## src/rtl/core/gif_lzw_compressor_top_defines.svh

```systemverilog
// assertion macros for the gif lzw compressor
`ifndef GIF_LZW_COMPRESSOR_TOP_DEFINES_SVH
`define GIF_LZW_COMPRESSOR_TOP_DEFINES_SVH
`ifndef SYNTHESIS
`define GLC_ASSERT_SAME(lbl, ante, cons) \
	lbl: assert property (@(posedge clk) disable iff (!arst_n) (ante) |-> (cons)) \
	else $error("glc check failed");
`define GLC_ASSERT_NEXT(lbl, ante, cons) \
	lbl: assert property (@(posedge clk) disable iff (!arst_n) (ante) |=> (cons)) \
	else $error("glc check failed");
`else
`define GLC_ASSERT_SAME(lbl, ante, cons)
`define GLC_ASSERT_NEXT(lbl, ante, cons)
`endif
`endif

```

## src/rtl/core/glc_pkg.sv

```systemverilog
// shared types and constants of the gif lzw compressor
package glc_pkg;
	localparam int HASH_DEPTH = 8192;
	localparam int MAX_CODES = 4096;
	localparam int MAX_WIDTH = 12;
	localparam int EPOCH_W = 8;
	localparam logic [3:0] MIN_CODE_RESET = 4'd8;
	localparam logic [31:0] HASH_MULT = 32'd2654435761;

	// one dictionary entry, epoch tag marks it live for the current table
	typedef struct packed {
		logic [EPOCH_W-1:0] epoch;
		logic [11:0] prefix;
		logic [7:0] sym;
		logic [11:0] code;
	} dict_entry_t;

	// one code handed to the bit packer
	typedef struct packed {
		logic [11:0] code;
		logic [3:0] width;
		logic fin;
	} pk_cmd_t;
endpackage

```

## src/rtl/core/glc_ctrl.sv

```systemverilog
// item sequencer: hashing, probing, dictionary update and code issue
module glc_ctrl #(
	parameter int AW = 13
) (
	input logic clk,
	input logic arst_n,
	input logic [3:0] min_code_size,
	input logic s_tvalid,
	output logic s_tready,
	input logic [7:0] s_tdata, // pixel_index
	input logic s_tlast, // last_pixel
	output logic cmd_valid,
	input logic cmd_ready,
	output glc_pkg::pk_cmd_t cmd,
	output logic rd_en,
	output logic [AW-1:0] rd_addr,
	input glc_pkg::dict_entry_t rd_data,
	output logic wr_en,
	output logic [AW-1:0] wr_addr,
	output glc_pkg::dict_entry_t wr_data
);
	import glc_pkg::*;

	localparam logic [3:0] S_CLR = 4'd0;
	localparam logic [3:0] S_IDLE = 4'd1;
	localparam logic [3:0] S_PUTC = 4'd2;
	localparam logic [3:0] S_HASH = 4'd3;
	localparam logic [3:0] S_RD = 4'd4;
	localparam logic [3:0] S_CMP = 4'd5;
	localparam logic [3:0] S_PUTP = 4'd6;
	localparam logic [3:0] S_UPD = 4'd7;
	localparam logic [3:0] S_FIN1 = 4'd8;
	localparam logic [3:0] S_FIN2 = 4'd9;

	localparam logic [12:0] CODE_LIMIT = 13'(MAX_CODES);
	localparam logic [3:0] WIDTH_LIMIT = 4'(MAX_WIDTH);
	localparam logic [EPOCH_W-1:0] EPOCH_LAST = '1;
	localparam logic [EPOCH_W-1:0] EPOCH_FIRST = EPOCH_W'(1);

	logic [3:0] state_q;
	logic [3:0] ret_q;
	logic [AW-1:0] clr_addr_q;
	logic [EPOCH_W-1:0] epoch_q;
	logic [11:0] prefix_q;
	logic [12:0] free_q;
	logic [3:0] cw_q;
	logic [3:0] fm_q;
	logic in_frame_q;
	logic [7:0] sym_q;
	logic last_q;
	logic [AW-1:0] slot_q;

	logic [3:0] eff_min;
	logic [3:0] fm_use;
	logic [7:0] sym_in;
	logic [31:0] hash_prod;
	logic [12:0] clear_code;
	logic [12:0] free_next;
	logic [12:0] cw_pow;
	logic entry_hit;
	logic entry_live;

	// clamp of the configured code size
	always_comb begin
		eff_min = min_code_size;
		if (min_code_size < 4'd2) begin
			eff_min = 4'd2;
		end else if (min_code_size > 4'd8) begin
			eff_min = 4'd8;
		end
	end

	assign fm_use = in_frame_q ? fm_q : eff_min;
	assign sym_in = s_tdata & ~(8'hFF << fm_use);
	assign hash_prod = {12'd0, prefix_q, sym_q} * HASH_MULT;
	assign clear_code = 13'd1 << fm_q;
	assign free_next = free_q + 13'd1;
	assign cw_pow = 13'd1 << cw_q;
	assign entry_live = (rd_data.epoch == epoch_q);
	assign entry_hit = entry_live && (rd_data.prefix == prefix_q) && (rd_data.sym == sym_q);

	assign s_tready = (state_q == S_IDLE);

	// memory ports
	always_comb begin
		rd_en = (state_q == S_RD);
		rd_addr = slot_q;
		wr_en = 1'b0;
		wr_addr = slot_q;
		wr_data.epoch = epoch_q;
		wr_data.prefix = prefix_q;
		wr_data.sym = sym_q;
		wr_data.code = free_q[11:0];
		if (state_q == S_CLR) begin
			wr_en = 1'b1;
			wr_addr = clr_addr_q;
			wr_data = '0;
		end else if ((state_q == S_UPD) && (free_q < CODE_LIMIT)) begin
			wr_en = 1'b1;
		end
	end

	// code issue to the packer
	always_comb begin
		cmd_valid = 1'b0;
		cmd.code = prefix_q;
		cmd.width = cw_q;
		cmd.fin = 1'b0;
		case (state_q)
			S_PUTC: begin
				cmd_valid = 1'b1;
				cmd.code = clear_code[11:0];
			end
			S_PUTP, S_FIN1: begin
				cmd_valid = 1'b1;
			end
			S_UPD: begin
				cmd_valid = (free_q >= CODE_LIMIT);
				cmd.code = clear_code[11:0];
			end
			S_FIN2: begin
				cmd_valid = 1'b1;
				cmd.code = clear_code[11:0] + 12'd1;
				cmd.fin = 1'b1;
			end
			default: begin
				cmd_valid = 1'b0;
			end
		endcase
	end

	// sequencer
	always_ff @(posedge clk or negedge arst_n) begin
		if (!arst_n) begin
			state_q <= S_CLR;
			ret_q <= S_IDLE;
			clr_addr_q <= '0;
			epoch_q <= '0;
			prefix_q <= '0;
			free_q <= 13'd258;
			cw_q <= 4'd9;
			fm_q <= MIN_CODE_RESET;
			in_frame_q <= 1'b0;
			sym_q <= '0;
			last_q <= 1'b0;
			slot_q <= '0;
		end else begin
			case (state_q)
				S_CLR: begin
					clr_addr_q <= clr_addr_q + 1'b1;
					if (clr_addr_q == '1) begin
						epoch_q <= EPOCH_FIRST;
						state_q <= ret_q;
					end
				end
				S_IDLE: begin
					if (s_tvalid) begin
						sym_q <= sym_in;
						last_q <= s_tlast;
						if (!in_frame_q) begin
							// frame start: latch code size, restart table
							fm_q <= eff_min;
							free_q <= (13'd1 << eff_min) + 13'd2;
							cw_q <= eff_min + 4'd1;
							in_frame_q <= 1'b1;
							if (epoch_q == EPOCH_LAST) begin
								ret_q <= S_PUTC;
								state_q <= S_CLR;
							end else begin
								epoch_q <= epoch_q + 1'b1;
								state_q <= S_PUTC;
							end
						end else begin
							state_q <= S_HASH;
						end
					end
				end
				S_PUTC: begin
					if (cmd_ready) begin
						prefix_q <= 12'(sym_q);
						state_q <= last_q ? S_FIN1 : S_IDLE;
					end
				end
				S_HASH: begin
					slot_q <= hash_prod[7 +: AW];
					state_q <= S_RD;
				end
				S_RD: begin
					state_q <= S_CMP;
				end
				S_CMP: begin
					if (entry_hit) begin
						prefix_q <= rd_data.code;
						state_q <= last_q ? S_FIN1 : S_IDLE;
					end else if (!entry_live) begin
						state_q <= S_PUTP;
					end else begin
						// linear probe to the next slot
						slot_q <= slot_q + 1'b1;
						state_q <= S_RD;
					end
				end
				S_PUTP: begin
					if (cmd_ready) begin
						state_q <= S_UPD;
					end
				end
				S_UPD: begin
					if (free_q < CODE_LIMIT) begin
						free_q <= free_next;
						if ((free_next > cw_pow) && (cw_q < WIDTH_LIMIT)) begin
							cw_q <= cw_q + 4'd1;
						end
						prefix_q <= 12'(sym_q);
						state_q <= last_q ? S_FIN1 : S_IDLE;
					end else if (cmd_ready) begin
						// table full: clear code sent, table restarts
						prefix_q <= 12'(sym_q);
						free_q <= clear_code + 13'd2;
						cw_q <= fm_q + 4'd1;
						if (epoch_q == EPOCH_LAST) begin
							ret_q <= last_q ? S_FIN1 : S_IDLE;
							state_q <= S_CLR;
						end else begin
							epoch_q <= epoch_q + 1'b1;
							state_q <= last_q ? S_FIN1 : S_IDLE;
						end
					end
				end
				S_FIN1: begin
					if (cmd_ready) begin
						if ((free_q == cw_pow) && (cw_q < WIDTH_LIMIT)) begin
							cw_q <= cw_q + 4'd1;
						end
						state_q <= S_FIN2;
					end
				end
				S_FIN2: begin
					if (cmd_ready) begin
						in_frame_q <= 1'b0;
						state_q <= S_IDLE;
					end
				end
				default: begin
					state_q <= S_IDLE;
				end
			endcase
		end
	end
endmodule

```

## config.mk

```make
export PLATFORM = sky130hd
export DESIGN_NAME = glc_ctrl
export DESIGN_NICKNAME = d
export VERILOG_FILES = /design/src/rtl/core/gif_lzw_compressor_top_defines.svh /design/src/rtl/core/glc_pkg.sv /design/src/rtl/core/glc_ctrl.sv
export SDC_FILE = /design/constraint.sdc
export NUM_CORES = 1
export LEC_CHECK = 0
export ABC_AREA = 1
export BUFFER_PORTS_ARGS = -buffer_cell sky130_fd_sc_hd__buf_4
export CAP_MARGIN = 0
export CORE_ASPECT_RATIO = 1.4
export CORE_UTILIZATION = 45
export DETAILED_ROUTE_END_ITERATION = 16
export GPL_ROUTABILITY_DRIVEN = 0
export PLACE_DENSITY_LB_ADDON = 0.12
export SLEW_MARGIN = 20
export SYNTH_ARGS = -nofsm -noshare
export SYNTH_HDL_FRONTEND = slang
export SYNTH_SLANG_ARGS = --single-unit
```

## constraint.sdc

```tcl
create_clock -name clk -period 6.4 [get_ports clk]
set_input_delay 0.32 -clock clk [delete_from_list [all_inputs] [get_ports clk]]
set_output_delay 0.32 -clock clk [all_outputs]
set_load 0.05 [all_outputs]
```

==> metrics.md <==
| Metric | Value |
|---|---|
| Setup repair after global routing missed its margin | `no` |
| Hold Path Origin | `s_tlast` |
| Synth Instances | `1452` |
| Crit share post-route | `0.898` |
| Nets | `1813` |
| Crit Reg-Reg Endpoint | `rd_addr[10]$_DFFE_PN0P_` |
| Clk slew on worst S/H paths | `0.06 ns` |
| Worst Setup SP | `sym_q[4]$_DFFE_PN0P_` |
| Clock skew | `roughly 0.013 ns` |
| I/O pins | `about 140` |
| Post-Syn Area | `0.0104 sq mm` |
| MaxCap Viol Count | `0` |
| Clk_lat worst skew | `0.37 ns` |
| Die width | `130 um` |
| Ys Warns | `0` |
| Wire length per cell | `17.2 um` |
| Reg-to-reg startpoint | `sym_q[4]$_DFFE_PN0P_` |
| Syn_nets | `1683` |
| CP required | `6.63 ns` |
| Clock root buffer | `clkbuf_16` |
| Startpoint types | `flop` |
| Largest net degree at the start of global routing | `52` |
| Vias in the first global route | `about 10000` |
| Worst setup path end | `rd_addr[10]$_DFFE_PN0P_` |
| Die Y | `~180 um` |
| Antenna Nets Post-Route | `0` |
| Post-synth EDFFs | `0` |
| P&R area growth vs syn | `16.3%` |
| Reg2Reg Setup Slack | `0.66 ns` |
| Starting density of the core | `0.460` |
| Avg Vias per Cell | `5.29` |
| Drt drc | `0` |
| Row count | `65` |
| CTS tree | `yes` |
| Drt pass-1 iters | `5` |
| R2R cell count | `26` |
| HPWL after DPL | `26300 um` |
| Worst Hold Class | `input port to flop` |
| Max Clk Rate | `174 MHz` |
| Post-CTS Setup Bufs | `0` |
| Setup TNS | `0 ns` |
| Seq cells post-synth | `84` |
| Run status | `complete, no violations` |
| Min cycle time layout | `approximately 5.7 ns` |
| Async set or reset register ratio after synthesis | `1.00` |
| First-pass GRT wire length | `between 50000 and 60000 um` |
| H-tree levels | `3` |
| Num CTS Buffers | `9` |
| Post_cts resized | `0` |
| Initial antenna violation count | `0` |
| Initial DRC count | `692` |
| GR Overflow Total | `0` |
| Crit. End Element | `flop` |
| Netlist cell types | `54` |
| Final WL | `between 30000 and 40000 um` |
| Crit path arrival time | `5.98 ns` |
| Port Buf Inserts | `143` |
| Commonest non-fill, non-tap cells in the layout | `nand2_1, inv_1, buf_4, nor2_1, ha_1` |
| Sequential area share after synthesis | `0.204` |
| Post-synth top flop | `dfrtp_1` |
| Least-Margin Pin Slew | `0.828 ns` |
| Fill cells | `about 2300` |
| Vias | `9986` |
| Cts hold-fix bufs | `1` |
| Proportion of layout cells with a drive suffix above 1 | `0.132` |
| Slew margin rel. | `0.446` |
| Total GRT Usage | `0.293` |
| Max FO, Critical Path | `7` |
| Core area | `between 0.02 and 0.025 sq mm` |
| Final setup viols | `0` |
| Final hold violations | `0` |
| Die area | `0.0236 sq mm` |
| Critical path type | `flop to flop` |
| CTS Buffer Depth | `2` |
| Clock sink count | `84` |
| Mean Syn Cell Area | `7.13 sq um` |
| Slew Viols, Final | `0` |
| Commonest non-fill, non-tap cell in the layout | `nand2_1` |
synthesized netlist by cell type, types with 10 or more instances:
master | count | area share
inv_2 | 13 | 0.0047
a22oi_1 | 11 | 0.0080
nor3_1 | 14 | 0.0068
nand2_1 | 279 | 0.10
xnor2_1 | 31 | 0.026
xor2_1 | 35 | 0.030
nand4_1 | 15 | 0.0091
clkbuf_1 | 12 | 0.0043
inv_1 | 265 | 0.096
o21ai_0 | 115 | 0.056
nor2_1 | 145 | 0.053
a21oi_1 | 62 | 0.030
ha_1 | 122 | 0.15
o221ai_1 | 10 | 0.0085
nand3_1 | 78 | 0.038
dfrtp_1 | 78 | 0.19
fa_1 | 52 | 0.10
cell families after synthesis:
logic type,synth area share
AND/OR/NAND/NOR,0.235
buffers and inverters,0.115
AO/OA/AOI/OAI,0.143
adder cells (fa/ha/maj),0.248
flip-flops,0.204
XOR/XNOR,0.0558
worst max-delay path, cell delays in order (launching register included):
cell     delay, ns
dfrtp_1       0.53
ha_1          0.27
inv_1         0.07
fa_1          0.50
fa_1          0.53
inv_1         0.06
fa_1          0.49
inv_1         0.05
fa_1          0.48
inv_1         0.06
fa_1          0.53
inv_1         0.06
fa_1          0.50
inv_1         0.04
ha_1          0.35
nand2_1       0.11
inv_1         0.06
a21oi_1       0.18
nand3_1       0.14
nand2_1       0.11
nand2_1       0.07
nand2_1       0.10
nand3_1       0.08
nand2_1       0.06
o21ai_0       0.07
nand2_1       0.06
o21ai_0       0.07
layer usage:
metal | share of wire | wire length, um | track usage | up-vias
met5 | 0 | 0 | 0 | -
li1 | - | - | - | 4935
met4 | 0.044 | 1420 | 0.139 | 0
met2 | 0.51 | 16500 | 0.514 | 301
met1 | 0.40 | 13100 | 0.345 | 4673
met3 | 0.046 | 1500 | 0.0415 | 77
registers in the layout, indices dropped and copies added, names as in the netlist:
signal and cells:
clr_addr_q 13, cw_q 4, epoch_q 8, fm_q 4, free_q 13, in_frame_q 1, last_q 1, prefix_q 12
rd_addr 13, ret_q 3, state_q 4, sym_q 8
stage by stage:
stage	hold slack [ns]	instance area [sq um]	setup WS [ns]	cells	utilization
detailed placement	0.313	11700	0.682	1871	0.520
CTS	0.175	12000	0.656	1887	0.535
floorplan	0.0244	10400	1.10	1452	-
global placement	0.305	11700	0.767	1871	0.520
finish	0.173	12000	0.656	1888	0.535
global route	0.189	12000	0.192	1887	0.535
how the worst min path moves through the flow:
stage | to | cells past startpoint
6_report | last_q$_DFFE_PN0P_ | 3
5_1_grt | last_q$_DFFE_PN0P_ | 3
4_1_cts | last_q$_DFFE_PN0P_ | 3
3_5_place_dp | clr_addr_q[0]$_DFFE_PN0P_ | 1
3_3_place_gp | clr_addr_q[0]$_DFFE_PN0P_ | 1
2_1_floorplan | clr_addr_q[0]$_DFFE_PN0P_ | 0
cell type report:
type,count,area [sq um],share of cell area
inverters,280,1050,0.0872
repair buffers,149,1120,0.0931
clock inverters,5,85.1,0.00706
multi-input cells,1058,7060,0.586
diodes,1,2.50,0.000208
clock buffers,10,239,0.0198
well taps,301,377,0.0313
flip-flops and latches,84,2110,0.175
Power is left out: the tool's default activity adds up to more than one toggle a clock period on the data nets, which glitch-free logic cannot reach.
