==> config.mk <==
export PLATFORM = sky130hd
export DESIGN_NAME = glc_packer
export DESIGN_NICKNAME = d
export VERILOG_FILES = /design/src/rtl/core/gif_lzw_compressor_top_defines.svh /design/src/rtl/core/glc_pkg.sv /design/src/rtl/core/glc_packer.sv
export SDC_FILE = /design/constraint.sdc
export NUM_CORES = 1
export LEC_CHECK = 0
export ABC_AREA = 1
export ABC_CLOCK_PERIOD_IN_PS = 3930
export BUFFER_PORTS_ARGS = -buffer_cell sky130_fd_sc_hd__buf_2
export CAP_MARGIN = 10
export CORE_UTILIZATION = 50
export DETAILED_ROUTE_END_ITERATION = 10
export GPL_ROUTABILITY_DRIVEN = 0
export GPL_TIMING_DRIVEN = 0
export PLACE_DENSITY = 0.71
export SLEW_MARGIN = 20
export SYNTH_ARGS = -nofsm -noshare
export SYNTH_HDL_FRONTEND = slang
export SYNTH_SLANG_ARGS = --single-unit
==> constraint.sdc <==
create_clock -name clk -period 3.93 [get_ports clk]
set_clock_uncertainty 0.05 [all_clocks]
set_input_delay 0.393 -clock clk [delete_from_list [all_inputs] [get_ports clk]]
set_output_delay 0.393 -clock clk [all_outputs]
set_load 0.05 [all_outputs]
==> src/rtl/core/gif_lzw_compressor_top_defines.svh <==
// assertion macros for the gif lzw compressor
`ifndef GIF_LZW_COMPRESSOR_TOP_DEFINES_SVH
`define GIF_LZW_COMPRESSOR_TOP_DEFINES_SVH
`ifndef SYNTHESIS
`define GLC_ASSERT_SAME(lbl, ante, cons) \
	lbl: assert property (@(posedge clk) disable iff (!arst_n) (ante) |-> (cons)) \
	else $error("glc check failed");
`define GLC_ASSERT_NEXT(lbl, ante, cons) \
	lbl: assert property (@(posedge clk) disable iff (!arst_n) (ante) |=> (cons)) \
	else $error("glc check failed");
`else
`define GLC_ASSERT_SAME(lbl, ante, cons)
`define GLC_ASSERT_NEXT(lbl, ante, cons)
`endif
`endif

==> src/rtl/core/glc_pkg.sv <==
// shared types and constants of the gif lzw compressor
package glc_pkg;
	localparam int HASH_DEPTH = 8192;
	localparam int MAX_CODES = 4096;
	localparam int MAX_WIDTH = 12;
	localparam int EPOCH_W = 8;
	localparam logic [3:0] MIN_CODE_RESET = 4'd8;
	localparam logic [31:0] HASH_MULT = 32'd2654435761;

	// one dictionary entry, epoch tag marks it live for the current table
	typedef struct packed {
		logic [EPOCH_W-1:0] epoch;
		logic [11:0] prefix;
		logic [7:0] sym;
		logic [11:0] code;
	} dict_entry_t;

	// one code handed to the bit packer
	typedef struct packed {
		logic [11:0] code;
		logic [3:0] width;
		logic fin;
	} pk_cmd_t;
endpackage

==> src/rtl/core/glc_packer.sv <==
// packs variable width codes lsb first into bytes behind an output register
module glc_packer (
	input logic clk,
	input logic arst_n,
	input logic cmd_valid,
	output logic cmd_ready,
	input glc_pkg::pk_cmd_t cmd,
	output logic m_tvalid,
	input logic m_tready,
	output logic [7:0] m_tdata, // out_byte
	output logic m_tlast // last_byte
);
	import glc_pkg::*;

	logic [18:0] acc_q;
	logic [4:0] cnt_q;
	logic busy_q;
	logic fin_q;
	logic ob_valid_q;
	logic [7:0] ob_q;
	logic olast_q;
	logic load_ok;
	logic byte_load;

	assign cmd_ready = !busy_q;
	assign load_ok = !ob_valid_q || m_tready;
	assign byte_load = busy_q && load_ok && ((cnt_q >= 5'd8) || (fin_q && (cnt_q != 5'd0)));
	assign m_tvalid = ob_valid_q;
	assign m_tdata = ob_q;
	assign m_tlast = olast_q;

	// bit accumulator and byte emission
	always_ff @(posedge clk or negedge arst_n) begin
		if (!arst_n) begin
			acc_q <= '0;
			cnt_q <= '0;
			busy_q <= 1'b0;
			fin_q <= 1'b0;
			ob_valid_q <= 1'b0;
			ob_q <= '0;
			olast_q <= 1'b0;
		end else begin
			if (m_tready && !byte_load) begin
				ob_valid_q <= 1'b0;
			end
			if (!busy_q) begin
				if (cmd_valid) begin
					acc_q <= acc_q | (19'(cmd.code) << cnt_q);
					cnt_q <= cnt_q + 5'(cmd.width);
					fin_q <= cmd.fin;
					busy_q <= 1'b1;
				end
			end else if (cnt_q >= 5'd8) begin
				if (load_ok) begin
					ob_q <= acc_q[7:0];
					olast_q <= fin_q && (cnt_q == 5'd8);
					ob_valid_q <= 1'b1;
					acc_q <= acc_q >> 8;
					cnt_q <= cnt_q - 5'd8;
				end
			end else if (fin_q && (cnt_q != 5'd0)) begin
				// flush of the partial byte at frame end
				if (load_ok) begin
					ob_q <= acc_q[7:0];
					olast_q <= 1'b1;
					ob_valid_q <= 1'b1;
					acc_q <= '0;
					cnt_q <= '0;
					busy_q <= 1'b0;
				end
			end else begin
				busy_q <= 1'b0;
			end
		end
	end
endmodule

==> results of run 1 <==
## cell type report
cell class | count | area [um2] | share of cell area, %
Sequential cell | 36 | 901 | 33.5
Clock buffer | 7 | 96.3 | 3.58
Tap cell | 52 | 65.1 | 2.42
Buffer | 17 | 106 | 3.95
Inverter | 33 | 124 | 4.60
Multi-Input combinational cell | 256 | 1240 | 46.2
Timing Repair Buffer | 31 | 155 | 5.77
## worst min path at each step
| stage | endpoint | slack (ns) | cells after the start |
|---|---|---|---|
| final | cnt_q[0]$_DFFE_PN0P_ | 0.16 | 1 |
| after floorplan | acc_q[0]$_DFFE_PN0P_ | 0.05 | 0 |
| after global routing | cnt_q[0]$_DFFE_PN0P_ | 0.23 | 1 |
| after global placement | m_tdata[6]$_DFFE_PN0P_ | 0.41 | 2 |
| after detailed placement | m_tdata[6]$_DFFE_PN0P_ | 0.42 | 2 |
| after CTS | cnt_q[0]$_DFFE_PN0P_ | 0.18 | 1 |
## sequential cells by signal, indices dropped and copies added (netlist names)
signal    flops
m_tvalid      1
cnt_q         5
fin_q         1
m_tdata       8
acc_q        19
busy_q        1
m_tlast       1
## critical path: stages, from the launching register on
cell and delay, ns:
dfrtp_1 0.46, inv_2 0.13, clkbuf_1 0.41, ha_1 0.29, nand2_1 0.08, nand2_1 0.16, buf_2 0.26, clkinv_1 0.17
nand2_1 0.09, a21oi_1 0.06
## cell usage after synthesis
library cell / count
a21oi_1: 23
a22o_1: 1
a31oi_1: 1
buf_2: 7
buf_4: 1
buf_6: 4
clkbuf_1: 5
clkinv_1: 1
dfrtp_1: 36
fa_1: 1
ha_1: 5
inv_1: 26
inv_2: 6
nand2_1: 113
nand2_2: 2
nand3_1: 57
nand3_2: 1
nand4_1: 2
nand4_2: 1
nor2_1: 9
nor2_4: 1
nor2_8: 1
o211ai_1: 2
o21ai_0: 27
o21ai_1: 2
o22ai_1: 5
o311ai_0: 1
o31ai_1: 1
## per-layer routing
metal / share of wire, % / wire length, um / global-route usage (%)
met4: 0.98 / 57 / 6.00
met1: 49 / 2830 / 35.9
met2: 46 / 2700 / 41.0
met5: 0 / 0 / 0
met3: 4.0 / 230 / 3.85
## power by group through the flow
stage	clock network, mW	registers (mW)	logic [mW]
6_report	0.279	0.599	1.43
5_1_grt	0.294	0.617	1.62
4_1_cts	0.285	0.599	1.43
3_5_place_dp	0	0.605	1.42
3_3_place_gp	0	0.602	1.41
2_1_floorplan	0	0.713	0.980
## logic make-up (layout without fill, tap and decap cells)
logic type               count (synthesis)  count (layout)  share of synthesized area, %
AND/OR/NAND/NOR                        187             187                          34.6
adder cells (fa/ha/maj)                  6               6                          3.48
buffers and inverters                   50              88                          9.70
AO/OA/AOI/OAI                           63              63                          14.2
flip-flops                              36              36                          38.0
==> impl_metrics.yaml, run 1 <==
global_routing:
  grt_overflow: 0
  antenna_found_initial: 0
  grt_first_pass_wirelength_um: 9990
  grt_pass1_vias: 2176
  grt_usage_pct: 25.3
  grt_max_degree: 37
cts:
  cts_root_buffer: "clkbuf_8"
  clkLatencyLatePin_ns: 0.28
  cts_tree: "done"
  post_cts_resized: 0
  post_cts_buffers: 0
  clock-sinks: 36
  ctsHoldBuffers: 0
  clk_path_buf_depth: 2
  cts.reportedPaths.clkPinSlew_ns: 0.07
  numCtsBuffers: 5
  cts_max_level: 2
die:
  rows: 24
  die_h_um: 70.9
  fp.dieW_um: 70.9
  boundaryPins: 32
  die_area_um2: 5030
  coreArea_um2: 4440
  initial_core_util_pct: 53.4
sta:
  fin_ws_ns: 1.65
  period_share_pct: 58.0
  slew_headroom_pct: 44.7
  fmax_mhz: 439
  setup_violations: 0
  tightest_slew_ns: 0.830
  rsz0062_at_grt: "false"
  fin_tns_setup_ns: 0
  fin_crit_ns: 2.28
  fin_hold_ws_ns: 0.158
  drv_slew: 0
  hold_viol: 0
worst_setup_path:
  r2r-end: "acc_q[8]$_DFFE_PN0P_"
  cp-end-kind: "flip-flop"
  setup.worst_path.class: "reg -> reg"
  regToRegSetupSlack_ns: 1.65
  r2r_start: "cnt_q[4]$_DFFE_PN0P_"
  crit_arrival_ns: 2.40
  startpoint: "cnt_q[4]$_DFFE_PN0P_"
  crit_required_ns: 4.05
  cp-start-kind: "flip-flop"
  critPathCapture: "acc_q[8]$_DFFE_PN0P_"
  reg2reg_depth: 9
  path_max_fanout: 10
route:
  drt_iter0_markers: 163
  wl_um: 5810
  antenna_left: 0
  viasPerCell: 5.52
  vias: 2386
  drc: 0
  avgRoutedWirePerCell_um: 13.5
  dr.pass1.iters: 4
power_and_ir_drop:
  fin_total_pwr_mw: 2.31
  power_density_nw_per_um2: 860
  p_comb_share_pct: 62.0
  p_leak_nw: 1.41
  p_sw_share_pct: 51.5
  p_clk_share_pct: 12.1
  p_int_mw: 1.12
  netSwitchingPower_mw: 1.19
  peakVddDrop_uv: 596
  p_seq_share_pct: 25.9
placed_design:
  place_inst: 425
  dp_slack_ns: 1.72
  hpwl_um: 4490
  port_buffers: 31
  placed_area_um2: 2590
layout:
  drive_gt1_share_pct: 16.3
  final_cell_mix: "113 x nand2_1, 57 x nand3_1, 38 x buf_2"
  finalInstanceArea_um2: 2690
  diodes: 0
  final_core_util_pct: 60.5
  finalNonFillerCells: 432
  fill_cells: 424
  synthToLayoutAreaGrowth_pct: 13.3
  num-nets-final: 407
  layout_commonest_cell: "nand2_1"
synth:
  syn_nets: 369
  synth.area.top_cells: "dfrtp_1 38%, nand2_1 18%, nand3_1 12%"
  ys_types: 28
  yosys.area.top_type_share_pct: 38.0
  synth_top_cell_by_area: "dfrtp_1"
  ys_seq_area_share_pct: 38.0
  avgSynthCellArea_um2: 6.94
  syn-instance-count: 342
  synth-seq-cells: 36
  yosysWarnings: 0
  syn-cell-area_um2: 2370
hold_path:
  hp-class: "in -> async"
outcome:
  status: "completed"
run:
  cap_violations: 0
(Power assumes the default switching activity.)
==> run 2, diff against run 1 <==
--- a/config.mk
+++ b/config.mk
@@ -6,7 +6,7 @@
 export NUM_CORES = 1
 export LEC_CHECK = 0
 export ABC_AREA = 1
-export ABC_CLOCK_PERIOD_IN_PS = 3930
+export ABC_CLOCK_PERIOD_IN_PS = 2100
 export BUFFER_PORTS_ARGS = -buffer_cell sky130_fd_sc_hd__buf_2
 export CAP_MARGIN = 10
 export CORE_UTILIZATION = 50
==> constraint.sdc (replaced) <==
create_clock -name clk -period 2.1 [get_ports clk]
set_clock_uncertainty 0.05 [all_clocks]
set_input_delay 0.21 -clock clk [delete_from_list [all_inputs] [get_ports clk]]
set_output_delay 0.21 -clock clk [all_outputs]
set_load 0.05 [all_outputs]
==> run 2 against run 1 <==
Die area unchanged. Clock power up 89%. Register-to-register slack worse by 1.4 ns. Worst setup slack worse by 1.4 ns. Final cell count unchanged. First-iteration DRC count down 9.8%. Core utilization up 0.39 points. Cell area up 0.65%. Highest routed layer unchanged.
==> impl_metrics.yaml, run 2 (synthesis gave the netlist of run 1 again) <==
global_routing:
  grt_usage_pct: 25.2
  grt_pass1_vias: 2173
  grt_overflow: 0
  grt_first_pass_wirelength_um: 9960
  antenna_found_initial: 0
  grt_max_degree: 37
layout:
  largest_register: "acc_q"
  diodes: 0
  fill_cells: 420
  largest_register_ffs: 19
  layout_commonest_cell: "nand2_1"
  final_cell_mix: "113 x nand2_1, 57 x nand3_1, 38 x buf_2"
  drive_gt1_share_pct: 17.1
  finalInstanceArea_um2: 2710
  num-nets-final: 407
  synthToLayoutAreaGrowth_pct: 14.1
route:
  antenna_left: 0
  dr.pass1.iters: 5
  vias: 2395
  viasPerCell: 5.54
  wl_um: 5810
  avgRoutedWirePerCell_um: 13.4
  drc: 0
  drt_iter0_markers: 147
placed_design:
  placed_area_um2: 2590
  hpwl_um: 4490
  port_buffers: 31
  dp_slack_ns: -0.109
sta:
  tightest_slew_ns: 0.801
  drv_slew: 0
  fin_hold_ws_ns: 0.121
  hold_viol: 0
  period_share_pct: 88.6
  fin_crit_ns: 1.86
  rsz0062_at_grt: "false"
  fin_ws_ns: 0.239
  slew_headroom_pct: 46.6
  fmax_mhz: 537
  setup_violations: 0
power_and_ir_drop:
  p_seq_share_pct: 26.0
  p_comb_share_pct: 61.9
  netSwitchingPower_mw: 2.24
  p_int_mw: 2.11
  p_leak_nw: 1.41
  p_clk_share_pct: 12.1
  power_density_nw_per_um2: 1610
  peakVddDrop_uv: 1120
  p_sw_share_pct: 51.5
die:
  coreArea_um2: 4440
  rows: 24
  die_h_um: 70.9
  initial_core_util_pct: 53.4
  boundaryPins: 32
  fp.dieW_um: 70.9
  die_area_um2: 5030
worst_setup_path:
  path_max_fanout: 15
  regToRegSetupSlack_ns: 0.24
  setup.worst_path.class: "reg -> reg"
  cp-start-kind: "flip-flop"
  cp-end-kind: "flip-flop"
  crit_arrival_ns: 1.99
  crit_required_ns: 2.22
cts:
  cts_root_buffer: "clkbuf_8"
  clk_path_buf_depth: 2
  cts.reportedPaths.clkPinSlew_ns: 0.07
  clkLatencyLatePin_ns: 0.29
  cts_max_level: 2
  clock-sinks: 36
  cts_tree: "done"
  numCtsBuffers: 5
outcome:
  status: "completed"
hold_path:
  hp-class: "in -> reg"
run:
  cap_violations: 0
-- run 2: cell types whose count changed in the layout (fill, tap and decap cells not counted) --
cell and change:
dlygate4sd3_1 +1, inv_2 -1, clkbuf_1 -2, dfrtp_1 -1, inv_1 -1, buf_4 +1
inv_4 +1, clkinvlp_4 +1, dfrtp_2 +1
-- run 2: power by group through the flow --
stage                     clock network (mW)  registers [mW]  logic [mW]
after floorplan                            0            1.33        1.83
after global placement                     0            1.13        2.63
after detailed placement                   0            1.13        2.66
after CTS                              0.533            1.12        2.66
after global routing                   0.550            1.16        3.05
final                                  0.528            1.13        2.70
-- run 2: final cells by class --
| type | instances | area [um2] | share of cell area (%) |
|---|---|---|---|
| inverter | 33 | 130 | 4.81 |
| sequential | 36 | 902 | 33.3 |
| buffer | 15 | 98.8 | 3.65 |
| multi-input combinational | 256 | 1240 | 45.9 |
| tap | 52 | 65.1 | 2.40 |
| clock buffer | 7 | 96.3 | 3.56 |
| timing repair buffer | 33 | 173 | 6.38 |
-- run 2: worst paths after layout --
path	start	endpoint	cells past startpoint
max	cnt_q[4]$_DFFE_PN0P_	acc_q[8]$_DFFE_PN0P_	8
min	cmd[0]	fin_q$_DFFE_PN0P_	3
max reg2reg	cnt_q[4]$_DFFE_PN0P_	acc_q[8]$_DFFE_PN0P_	8
min reg2reg	m_tlast$_DFFE_PN0P_	m_tlast$_DFFE_PN0P_	2
max in group asynchronous	arst_n	cnt_q[3]$_DFFE_PN0P_	2
min in group asynchronous	arst_n	acc_q[17]$_DFFE_PN0P_	2
-- run 2: what timing repair did --
action / in CTS / in global routing
cloned: 0 / 0
gates resized for setup: 0 / 3
hold endpoints to repair: 4 / 0
setup endpoints to repair: 12 / 8
hold buffers: 1 / 0
buffers inserted: 0 / 1
-- run 2: metrics by stage --
step / std cells / setup TNS [ns] / util (%) / total power, mW
finish: 432 / 0 / 60.9 / 4.36
global route: 432 / 0 / 60.9 / 4.76
CTS: 431 / 0 / 60.6 / 4.32
detailed placement: 425 / -0.759 / 58.4 / 3.79
global placement: 425 / -0.673 / 58.4 / 3.76
floorplan: 342 / 0 / - / 3.17
-- run 2: critical path, cell delays in order (launching register included) --
cell and delay [ns]:
dfrtp_1 0.47, inv_4 0.19, ha_1 0.22, nand2_1 0.08, nand2_1 0.16, buf_2 0.25, clkinv_1 0.17, nand2_1 0.09
a21oi_1 0.06
-- run 2: routing by layer --
| metal | track usage [%] | up-vias | wire length [um] |
|---|---|---|---|
| met1 | 35.4 | 1130 | 2860 |
| met4 | 6.00 | 0 | 53 |
| met5 | 0 | - | 0 |
| li1 | - | 1207 | - |
| met2 | 41.2 | 51 | 2670 |
| met3 | 3.85 | 7 | 227 |
